[src/rtl/izt_pkg.sv]
// shared types, constants and helpers of the zupt step tracker
// used by izt_div and imu_step_zupt_tracker_core
package izt_pkg;

  localparam int DIV_W = 52;
  localparam int MA_W  = 37;
  localparam int MB_W  = 21;
  localparam int PR_W  = MA_W + MB_W;

  localparam logic [19:0] GRAV_Q16  = 20'd642908;
  localparam logic [19:0] US_PER_S  = 20'd1000000;
  localparam logic [12:0] ONE_G_RAW = 13'd4096;
  localparam logic signed [31:0] ONE_Q16 = 32'sd65536;

  localparam logic [1:0] REG_ACCEL_THR  = 2'd0;
  localparam logic [1:0] REG_GYRO_THR   = 2'd1;
  localparam logic [1:0] REG_PERIOD     = 2'd2;
  localparam logic [1:0] REG_SETTLE     = 2'd3;

  localparam logic [2:0] PH_STANCE = 3'd0;
  localparam logic [2:0] PH_PEAK   = 3'd1;
  localparam logic [2:0] PH_ZERO   = 3'd2;
  localparam logic [2:0] PH_TROUGH = 3'd3;
  localparam logic [2:0] PH_DONE   = 3'd4;

  typedef enum logic [2:0] {
    ST_IDLE, ST_MAG, ST_ROT, ST_VEL, ST_DIV, ST_POS, ST_FIN
  } state_t;

  typedef struct packed {
    logic signed [15:0] gyro_x;
    logic signed [15:0] gyro_y;
    logic signed [15:0] gyro_z;
    logic signed [15:0] accel_x;
    logic signed [15:0] accel_y;
    logic signed [15:0] accel_z;
    logic signed [15:0] quat_w;
    logic signed [15:0] quat_x;
    logic signed [15:0] quat_y;
    logic signed [15:0] quat_z;
    logic [31:0]        time_us;
  } sample_t;

  typedef struct packed {
    logic               is_stationary;
    logic               contact_event;
    logic               lift_event;
    logic [2:0]         vertical_phase;
    logic signed [31:0] vel_x;
    logic signed [31:0] vel_y;
    logic signed [31:0] vel_z;
    logic signed [31:0] pos_x;
    logic signed [31:0] pos_y;
    logic signed [31:0] pos_z;
  } result_t;

  function automatic logic signed [31:0] sat32(input logic signed [63:0] v);
    logic signed [31:0] r;
    if (v > 64'sd2147483647) r = 32'sh7fffffff;
    else if (v < -64'sd2147483648) r = 32'sh80000000;
    else r = v[31:0];
    return r;
  endfunction

endpackage

[src/rtl/izt_div.sv]
// restoring unsigned divider, one quotient bit per cycle
// depends on izt_pkg for widths
module izt_div (
  input  logic                       clk,
  input  logic                       rst,
  input  logic                       start,
  input  logic [izt_pkg::DIV_W-1:0]  dividend,
  input  logic [31:0]                divisor,
  output logic                       done,
  output logic [izt_pkg::DIV_W-1:0]  quotient
);
  import izt_pkg::*;

  logic        busy;
  logic [5:0]  cnt;
  logic [31:0] rem;
  logic [32:0] rem_sh;
  logic [32:0] rem_sub;

  assign rem_sh  = {rem, quotient[DIV_W-1]};
  assign rem_sub = rem_sh - {1'b0, divisor};

  always_ff @(posedge clk) begin
    if (rst) begin
      busy <= 1'b0;
      done <= 1'b0;
      cnt  <= '0;
    end else begin
      done <= 1'b0;
      if (start) begin
        busy <= 1'b1;
        cnt  <= '0;
      end else if (busy) begin
        cnt <= cnt + 6'd1;
        if (cnt == 6'(DIV_W - 1)) begin
          busy <= 1'b0;
          done <= 1'b1;
        end
      end
    end
  end

  always_ff @(posedge clk) begin
    if (start) begin
      quotient <= dividend;
      rem      <= '0;
    end else if (busy) begin
      if (!rem_sub[32]) begin
        rem      <= rem_sub[31:0];
        quotient <= {quotient[DIV_W-2:0], 1'b1};
      end else begin
        rem      <= rem_sh[31:0];
        quotient <= {quotient[DIV_W-2:0], 1'b0};
      end
    end
  end

endmodule

[config.mk]
export PLATFORM = sky130hd
export DESIGN_NAME = izt_div
export DESIGN_NICKNAME = d
export VERILOG_FILES = /design/src/rtl/izt_pkg.sv /design/src/rtl/izt_div.sv
export SDC_FILE = /design/constraint.sdc
export NUM_CORES = 1
export LEC_CHECK = 0
export BUFFER_PORTS_ARGS = -buffer_cell sky130_fd_sc_hd__buf_2
export CAP_MARGIN = 25
export CELL_PAD_IN_SITES_DETAIL_PLACEMENT = 1
export CELL_PAD_IN_SITES_GLOBAL_PLACEMENT = 1
export CORE_UTILIZATION = 41
export CTS_CLUSTER_SIZE = 8
export DETAILED_ROUTE_END_ITERATION = 10
export PLACE_DENSITY = 0.89
export SYNTH_ARGS = -nofsm -noshare
export SYNTH_HDL_FRONTEND = slang
export SYNTH_SLANG_ARGS = --single-unit
[constraint.sdc]
create_clock -name clk -period 3.2 [get_ports clk]
set_clock_uncertainty 0.2 [all_clocks]
set_input_delay 0.32 -clock clk [delete_from_list [all_inputs] [get_ports clk]]
set_output_delay 0.32 -clock clk [all_outputs]
set_load 0.02 [all_outputs]
**After elaboration in Yosys (flattened, before gate mapping)**

Index checks and enable logic that the tools add are counted.

- Flip-flop bits (word level): 92
- Input port bits: 87
- Output and inout bits: 53

- Add/sub/neg operators: 2
- Equal/unequal tests: 1
- Mux-type cells: 8
- Bitwise operators: 1
- Reductions and logical operators: 3

Operator list:

| operator | number |
|---|---|
| $mux W52 | 2 |
| $sub A33 B32 Y33 | 1 |
| $mux W32 | 1 |
| $add A6 B1 Y6 const B | 1 |
| $eq A6 B6 Y1 const B | 1 |
| $mux W1 | 5 |
| $reduce_or A3 Y1 | 1 |
| $reduce_bool A2 Y1 | 1 |
| $reduce_or A2 Y1 | 1 |
| $not A1 Y1 | 1 |

**Logic depth before layout (Yosys ltp)**

Gate-level depths: netlist (run 1).

- Depth after elaboration: 4
- Gate-level depth with buffers: 13
- Mapped depth without buffers: 12

**Worst setup path after synthesis (run 1)**

OpenSTA, ideal clock, no wires.

- Path kind: flip-flop to flip-flop
- Start: register quotient[51] in the netlist's numbering
- End: register rem[0]
- Library setup time: 86 ps
- Arrival: 2,852 ps
- Setup slack: 63 ps
- Cell stages (with the launch flop): 12
- Buffers on the path: 0
- Clock period less this slack: 3,137 ps
- Path through: edfxtp_1 > inv_1 > ha_1 > fa_1 > nor2b_1 > o311a_1 > o2111ai_1 > a21oi_2 > o221a_4 > xor2_4 > mux2_1 > a211oi_1

- Cells in the longest elaborated chain, start to end: 2

Ends and longest elaborated chain:

| element | line | source |
|---|---|---|
| from (decl) | izt_div.sv:10 | `output logic [izt_pkg::DIV_W-1:0] quotient` |
| from (signal assigned) | izt_div.sv:45 | `quotient <= dividend;` |
| from (signal assigned) | izt_div.sv:50 | `quotient <= {quotient[DIV_W-2:0], 1'b1};` |
| from (signal assigned) | izt_div.sv:53 | `quotient <= {quotient[DIV_W-2:0], 1'b0};` |
| $sub A33 B32 Y33 | izt_div.sv:21 | `assign rem_sub = rem_sh - {1'b0, divisor};` |
| $mux W32 (*) | izt_div.sv:48 | `if (!rem_sub[32]) begin` |
| to (signal assigned) | izt_div.sv:49 | `rem <= rem_sub[31:0];` |
| to (signal assigned) | izt_div.sv:52 | `rem <= rem_sh[31:0];` |
| to (decl) | izt_div.sv:16 | `logic [31:0] rem;` |

Every way passes the cells marked *; elsewhere a longest branch is shown, timed or not.
A chain may end at the register's enable or synchronous reset.

**Worst setup path in the final report (run 1)**

- Start: register quotient[51] in the netlist's numbering
- End: register rem[5]

- Cells in the longest elaborated chain, start to end: 2

Ends and longest elaborated chain:

| element | line |
|---|---|
| $sub A33 B32 Y33 | izt_div.sv:21 |
| $mux W32 | izt_div.sv:48 |

Every way passes these cells.

==> metrics, run 1 <==
Initial Utilization 0.427; Overall Power 3.65 mW; Adder-Cell Fraction of Synth Area 0.0757; FP Rows 42; Synthesis Warnings 0; Area Growth Syn to Fin 26.1%; WL final 17000 um; Synth Area in XOR/XNOR 0.0523; cell-internal power 2.49 mW; Hold WC Path Type in -> reg; DP HPWL 12300 um; CTS tree built; Mapped Nets 682; Final Non-Filler Cells 894; CP max FO 11; actual slew at the worst max-slew pin 562 ps; first drt pass iteration count 4; Mapped Cells 561; Die Width 120 um; Final Setup Violations 0; # H-tree levels 3; Final #Nets 834; sequential fraction of the synthesis area 0.413; gr ovfl total 0; Worst path most repeated cell buf_12; cell taking the most area after synthesis edfxtp_1; number of flops mapped to enable cells by yosys 52; Sink Count 92; Pleak 3.16 nW; switching share of total power 0.319; initial antenna violation count 0; worst hold margin 44.0 ps; largest cells by area after synthesis edfxtp_1, dfxtp_1, mux2_2, ha_1, mux2i_1; Slew headroom 0.625; Slew Limit Fails 0; placed insts 872; crit share post-route 0.983; final worst path period need 3140 ps; wire per inst 19.0 um; synth unique cells 57; Die H 120 um; complex-gate fraction of the synthesized area 0.153; Ports 140; Worst EP required 3210 ps; Post-route DRC 0; vias per cell 5.49; core area 13400 sq um; crit-path cells inv_2 > ha_4 > fa_2 > nor2b_2 > o311a_1 > o2111ai_4 > a21oi_2 > o221a_4 > xor2_4 > buf_12 > buf_12 > mux2i_1 > a211oi_1; GRT Total Usage 0.227; RSZ-0062 raised after global routing true; CP max stage delay 400 ps; post-synthesis register bit count 92; vias 4912; main flop type after synthesis edfxtp_1; startpoint types flip-flop; Gate power share 0.298; dpl cell area 6720 sq um; Worst EP arrival 3150 ps; Worst Setup End Kind flip-flop; number of global-route vias before repair 5088; clock power share 0.301; kind of critical path reg -> reg; first-pass GRT wire length 25600 um; Critical-path top delay cell fa_2; f_max 318 MHz; peak supply drop 237 uV; CTS clk-pin slew, worst paths 70 ps; CTS Buffer Depth 2; mux contribution to synthesized area 0.153; final hold vios 0; mean area per synthesized cell 10.2 sq um; total CTS buffers 9; ys async rst share 0; combinational family with the most area after synthesis multiplexers; Cell Pwr Density 506 nW/um^2; final instance area 7220 sq um; largest net degree at the start of global routing 79; Psw 1.16 mW; Max Cap Viol 0; Yosys top cell area share 0.273; gp weighted congestion 0.853; worst slack at placement -50.4 ps; initial drt markers 186; die area 14400 sq um; clk root buf clkbuf_16; IO buf count 139; layout cells sized above 1 0.365; Setup TNS Final 0 ps; final core utilization 0.539; Sequential Power Share 0.401; status complete, no violations; final setup margin 55.8 ps; Post-Synth Simple-Gate Area 0.105; post-route ant nets 0; Cell Area, Synth 5720 sq um; clk_lat worst skew 350 ps; # diodes 0
## metal layers
metal  wire length (um)  global-route usage  vias to the layer above  part of all wire
li1                   -                   -                     2359                 -
met1               6980               0.269                     2342              0.41
met2               8600               0.413                      174              0.51
met3                819              0.0257                       37             0.048
met4                554              0.0891                        0             0.033
met5                  0                   0                        -                 0
## repair_timing
action / CTS / global route
setup endpoints to repair: 26 / 33
hold buffers: 1 / 0
resized for setup: 1 / 20
pin swaps: 1 / 7
buffers inserted: 0 / 3
endpoints found under the hold margin: 1 / 0
gates cloned: 0 / 2
## final timing paths
kind                            slack [ps]           to  cells after the start         start
worst max-delay path                    60       rem[5]                     13  quotient[51]
worst min-delay path                    40  quotient[0]                      3   dividend[0]
worst max register to register          60       rem[5]                     13  quotient[51]
worst min register to register         300       rem[1]                      2        rem[1]
## power groups by stage
stage / clock (mW) / sequential (mW) / combinational [mW]
after floorplan: 0 / 1.55 / 0.604
after global placement: 0 / 1.47 / 0.961
after detailed placement: 0 / 1.49 / 1.00
after CTS: 1.13 / 1.46 / 1.01
after global routing: 1.16 / 1.47 / 1.18
final: 1.10 / 1.46 / 1.09
## worst max-delay path: cells and delay by family, from the launching register on
family | cells | cell delay (ps)
AND/OR/NAND/NOR | 1 | 130
buffers and inverters | 3 | 360
AO/OA/AOI/OAI | 5 | 960
multiplexers | 1 | 230
flip-flops | 1 | 380
adder cells (fa/ha/maj) | 2 | 560
XOR/XNOR | 1 | 170
## layout by cell type, fill, tap and decap left out, types with 8 or more instances in the layout
cell and n:
nor2_1 50, edfxtp_1 52, a21oi_1 29, nand2_1 28, xor2_1 13, a21o_1 14
dfxtp_1 39, buf_4 21, buf_2 139, inv_1 40, o21ai_0 11, nand3_1 8
mux2_2 52, mux2i_1 27, xnor2_1 18, a211oi_1 26, ha_1 32, clkbuf_16 11
## area by class of cell
| type | instances | area (sq um) |
|---|---|---|
| clock buffers | 9 | 225 |
| clock inverters | 7 | 81.3 |
| fillers | 1534 | 6180 |
| inverters | 41 | 154 |
| multi-input cells | 402 | 3180 |
| flip-flops and latches | 92 | 2360 |
| well taps | 176 | 220 |
| repair buffers | 167 | 993 |
## kinds of logic (layout without fill, tap and decap cells)
| family | Yosys count | count (layout) |
|---|---|---|
| AND/OR/NAND/NOR | 129 | 129 |
| flip-flops | 92 | 92 |
| buffers and inverters | 67 | 224 |
| adder cells (fa/ha/maj) | 34 | 34 |
| AO/OA/AOI/OAI | 126 | 126 |
| multiplexers | 81 | 81 |
| XOR/XNOR | 32 | 32 |
## Yosys cell counts, types with 3 or more instances
cell / number
and3_1: 4
o31ai_1: 4
mux2_2: 52
inv_1: 41
edfxtp_1: 52
o21ai_0: 12
ha_1: 33
nor2b_1: 3
and2_1: 4
a311oi_1: 3
xnor2_1: 18
nand4_1: 6
nor3_1: 7
a211oi_1: 28
a21oi_1: 31
mux2i_1: 28
buf_1: 6
clkbuf_1: 15
nor2_1: 51
nand3_1: 8
nand2b_1: 7
a31oi_1: 6
dfxtp_1: 40
a21o_1: 14
o211ai_1: 4
buf_6: 3
nand2_1: 29
xor2_1: 13
## state kept, by name (all words and copies together) (netlist names)
register and flops:
done 1, cnt 6, quotient 52, rem 32
busy 1
Power figures use the tool's default switching activity.
==> run 2: changes to the inputs <==
CORE_UTILIZATION = 29   (was 41)
PLACE_DENSITY = 0.69   (was 0.89)
==> run 2 against run 1 <==
Net effect:
- register-to-register slack better by 70 ps
- fmax up 2.2%
- critical endpoint is now rem[0]
- via count down 3.5%
- critical path type unchanged
==> metrics, run 2 (same netlist as run 1, synthesis figures left out) <==
status complete, no violations; final core utilization 0.376 (-0.163); GRT Total Usage 0.162 (-0.0644); r2r setup slk 120 ps (+70 ps); worst slack at placement -51.2 ps (-0.792 ps); Worst EP arrival 3140 ps (about the same); clk root buf clkbuf_16; placed insts 969 (+11%); # H-tree levels 3 (unchanged); vias 4741 (-3.5%); die area 20300 sq um (+41%); total CTS buffers 9 (unchanged); DP HPWL 12500 um (+1.4%); dpl cell area 6900 sq um (+2.6%); Hold WC Path Type in -> reg; commonest non-fill, non-tap cell in the layout buf_2; worst hold margin 42.3 ps (-1.68 ps); final setup margin 122 ps (+66.6 ps); largest net degree at the start of global routing 67 (-15%); max reg flops 52 (unchanged); Area Growth Syn to Fin 27.3%; Cell Pwr Density 497 nW/um^2 (-1.7%); CTS clk-pin slew, worst paths 60 ps (about the same); Worst Setup End Kind flip-flop; WL final 16200 um (-4.2%); hold depth 3 (unchanged); gr ovfl total 0 (unchanged); actual slew at the worst max-slew pin 689 ps (+126 ps); Die Width 142 um (+19%); Final Setup Violations 0 (unchanged); f_max 325 MHz (+2.2%); Slew headroom 0.541 (-0.0841); Post-route DRC 0 (unchanged); switching share of total power 0.311 (-0.00755); gp weighted congestion 0.805 (-5.7%); layout cells sized above 1 0.355 (-0.00944); core area 19400 sq um (+45%); initial drt markers 148 (-20%); initial antenna violation count 0 (unchanged); Final #Nets 839 (+0.60%); crit share post-route 0.962 (-0.0208); peak supply drop 211 uV (-11%); Psw 1.13 mW (-3.1%); CTS tree built; R2R cell count 12 (-1); Setup TNS Final 0 ps (unchanged); Max Cap Viol 0 (unchanged); clk_lat worst skew 350 ps (about the same); Pleak 3.16 nW (about the same); Ports 140 (unchanged); Overall Power 3.62 mW (-0.74%); cell-internal power 2.49 mW (+0.35%); wire per inst 16.4 um (-13%); final instance area 7290 sq um (+0.95%); IO buf count 139 (unchanged); final worst path period need 3080 ps (-66.6 ps); CP max FO 5 (-6); post-route ant nets 0 (unchanged); Die H 142 um (+19%); Initial Utilization 0.295 (-0.132); first drt pass iteration count 4 (unchanged); startpoint types flip-flop; vias per cell 4.80 (-13%); Sink Count 92 (unchanged); most frequent cells in the layout buf_2, mux2_2, edfxtp_1; kind of critical path reg -> reg; Gate power share 0.291 (-0.007); first-pass GRT wire length 25300 um (-0.95%); number of global-route vias before repair 4881 (-4.1%); # diodes 0 (unchanged); final hold vios 0 (unchanged); FP Rows 51 (+21%); Slew Limit Fails 0 (unchanged); most flop-heavy register quotient; biggest regs quotient: 52 flops, rem: 32 flops, cnt: 6 flops; CTS Buffer Depth 2 (unchanged); clock power share 0.308 (+0.007); Final Non-Filler Cells 988 (+11%); Sequential Power Share 0.402 (about the same); Worst EP required 3260 ps (+50 ps)
==> run 2: layout make-up <==
type / count / area, sq um
repair buffers: 172 / 1020
fillers: 2317 / 12100
clock inverters: 5 / 60.1
multi-input cells: 402 / 3120
inverters: 41 / 154
clock buffers: 11 / 243
well taps: 265 / 332
flip-flops and latches: 92 / 2360
==> run 2: worst paths after layout <==
path / startpoint / endpoint
worst max-delay path: quotient[51] / rem[0]
worst min-delay path: dividend[0] / quotient[0]
worst max register to register: quotient[51] / rem[0]
worst min register to register: cnt[5] / cnt[5]
==> run 2: worst max-delay path, cell delays in order, from the launching register on <==
cell and delay, ps:
edfxtp_1 350, inv_1 80, ha_1 210, fa_2 370, nor2b_2 140, o311a_1 200, o2111ai_2 150, a21oi_2 180
o221a_4 240, xor2_4 170, buf_12 140, mux2_1 340, a211oi_2 220
==> run 2: timing repair <==
action,CTS,global route
pin swaps,0,1
setup buffers,0,1
hold buffers,1,0
setup endpoints to repair,6,31
hold endpoints to repair,1,0
gates cloned,0,1
resized for setup,2,7
==> run 2: metal layers <==
metal	global-route usage	up-vias	routed length, um
met3	0.0310	10	901
met2	0.286	125	7860
met1	0.196	2248	7270
met5	0	-	0
li1	-	2358	-
met4	0.0560	0	205
==> run 2: power by group through the flow <==
stage,registers [mW],clock network [mW],logic (mW)
4_1_cts,1.46,1.15,1.04
2_1_floorplan,1.55,0,0.604
3_5_place_dp,1.48,0,1.03
5_1_grt,1.47,1.19,1.16
6_report,1.45,1.11,1.05
3_3_place_gp,1.48,0,1.01
==> run 3: changes to the inputs <==
CELL_PAD_IN_SITES_DETAIL_PLACEMENT = default   (was 1)
CELL_PAD_IN_SITES_GLOBAL_PLACEMENT = default   (was 1)
PLACE_DENSITY = 0.58   (was 0.69)
==> run 3 against run 2 <==
Net effect:
- combinational power about the same
- total power down 0.42%
- largest power group unchanged
- first-iteration DRC count up 100%
- critical path type unchanged
- sequential share of layout area decreased by 0.60 points
==> metrics, run 3 (same netlist as run 1, synthesis figures left out) <==
vias 4682 (-1.2%); Overall Power 3.61 mW (-0.42%); max reg flops 52 (unchanged); Setup TNS Final 0 ps (unchanged); clk root buf clkbuf_16; Sequential Power Share 0.403 (about the same); Post-route DRC 0 (unchanged); commonest non-fill, non-tap cell in the layout buf_2; Final #Nets 854 (+1.8%); FP Rows 51 (unchanged); kind of critical path reg -> reg; Gate power share 0.295 (+0.004); most flop-heavy register quotient; Die H 142 um (unchanged); gp weighted congestion 0.803 (-0.27%); fillers 2002 (-14%); CTS clk-pin slew, worst paths 70 ps (about the same); Die Width 142 um (unchanged); startpoint types flip-flop; DP HPWL 10300 um (-18%); CP max FO 9 (+4); Ports 140 (unchanged); WL final 13800 um (-15%); Cell Pwr Density 486 nW/um^2 (-2.3%); largest net degree at the start of global routing 87 (+30%); Max Cap Viol 0 (unchanged); Slew Limit Fails 0 (unchanged); final core utilization 0.383 (+0.00703); Final Setup Violations 0 (unchanged); first-pass GRT wire length 21700 um (-15%); Sink Count 92 (unchanged); status complete, no violations; clk_lat worst skew 350 ps (about the same); switching share of total power 0.308 (-0.00361); die area 20300 sq um (unchanged); Worst Setup End Kind flip-flop; GRT Total Usage 0.135 (-0.0275); peak supply drop 199 uV (-5.6%); core area 19400 sq um (unchanged); initial antenna violation count 0 (unchanged); biggest regs quotient: 52 flops, rem: 32 flops, cnt: 6 flops; total CTS buffers 9 (unchanged); # H-tree levels 3 (unchanged); Hold WC Path Type in -> reg; f_max 328 MHz (+1.0%); CTS tree built; Slew headroom 0.571 (+0.0303); crit share post-route 0.952 (-0.00954); final hold vios 0 (unchanged); post-route ant nets 0 (unchanged); most frequent cells in the layout buf_2, mux2_2, edfxtp_1; IO buf count 139 (unchanged); cell-internal power 2.50 mW (about the same); clock power share 0.302 (-0.006); CTS Buffer Depth 2 (unchanged); first drt pass iteration count 4 (unchanged); number of global-route vias before repair 4356 (-11%); Area Growth Syn to Fin 29.7%; final worst path period need 3050 ps (-30.5 ps); actual slew at the worst max-slew pin 643 ps (-45.4 ps); Initial Utilization 0.295 (unchanged); layout cells sized above 1 0.374 (+0.0185); gr ovfl total 0 (unchanged); Pleak 3.24 nW (+2.4%); # diodes 0 (unchanged); initial drt markers 298 (+100%); Worst EP required 3260 ps (about the same); Worst EP arrival 3100 ps (-40 ps); wire per inst 13.8 um (-16%); Psw 1.11 mW (-1.6%); vias per cell 4.67 (-2.7%)
## run 3: per-layer routing
layer	vias up	GRT usage	wire [um]
met4	0	0.0543	272
met1	2178	0.187	6770
li1	2401	-	-
met2	84	0.210	6380
met3	19	0.0178	427
met5	-	0	0
## run 3: path summary, 6_finish.rpt
| kind | startpoint | end | slack, ps | depth (start not counted) |
|---|---|---|---|---|
| worst min-delay path | dividend[0] | quotient[0] | 40 | 3 |
| worst min register to register | cnt[5] | cnt[5] | 290 | 2 |
| worst max-delay path | quotient[51] | rem[27] | 150 | 13 |
| worst max register to register | quotient[51] | rem[27] | 150 | 13 |
## run 3: cell type report
type	count	area [sq um]	share of cell area
Clock buffer	10	229	0.0308
Clock inverter	6	68.8	0.00927
Inverter	41	154	0.0207
Multi-Input combinational cell	402	3140	0.423
Sequential cell	92	2360	0.318
Tap cell	265	332	0.0447
Timing Repair Buffer	187	1130	0.153
## run 3: timing repair
| item | 4_1_cts | 5_1_grt |
|---|---|---|
| setup buffers | 0 | 6 |
| endpoints found under the setup margin | 23 | 32 |
| pin swaps | 0 | 7 |
| gates cloned | 0 | 1 |
| gates resized for setup | 1 | 14 |
| endpoints found under the hold margin | 1 | 0 |
| hold buffers | 1 | 0 |
## run 3: per-stage QoR
step                instances  area [sq um]  setup WS [ps]  hold WS [ps]
floorplan                 561          5720           62.6           192
global placement          979          6980           26.6           281
detailed placement        979          6980          -31.6           283
CTS                       996          7300           12.0          27.9
global route             1003          7420          -5.20          44.7
finish                   1003          7420            153          42.6
## run 3: power by group through the flow
stage | sequential [mW] | combinational, mW | clock [mW]
after floorplan | 1.55 | 0.604 | 0
after global placement | 1.48 | 1.02 | 0
after detailed placement | 1.48 | 1.02 | 0
after CTS | 1.45 | 1.03 | 1.12
after global routing | 1.47 | 1.18 | 1.16
final | 1.45 | 1.07 | 1.09
## run 3: worst max-delay path, stage by stage, from the launching register on
cell and delay [ps]:
edfxtp_1 410, inv_2 80, ha_2 180, fa_2 220, nor2b_2 50, o311a_1 380, o2111ai_4 250, a21oi_2 90
o221a_4 250, xor2_4 170, buf_4 160, clkbuf_16 160, nand2b_1 140, a311oi_1 230
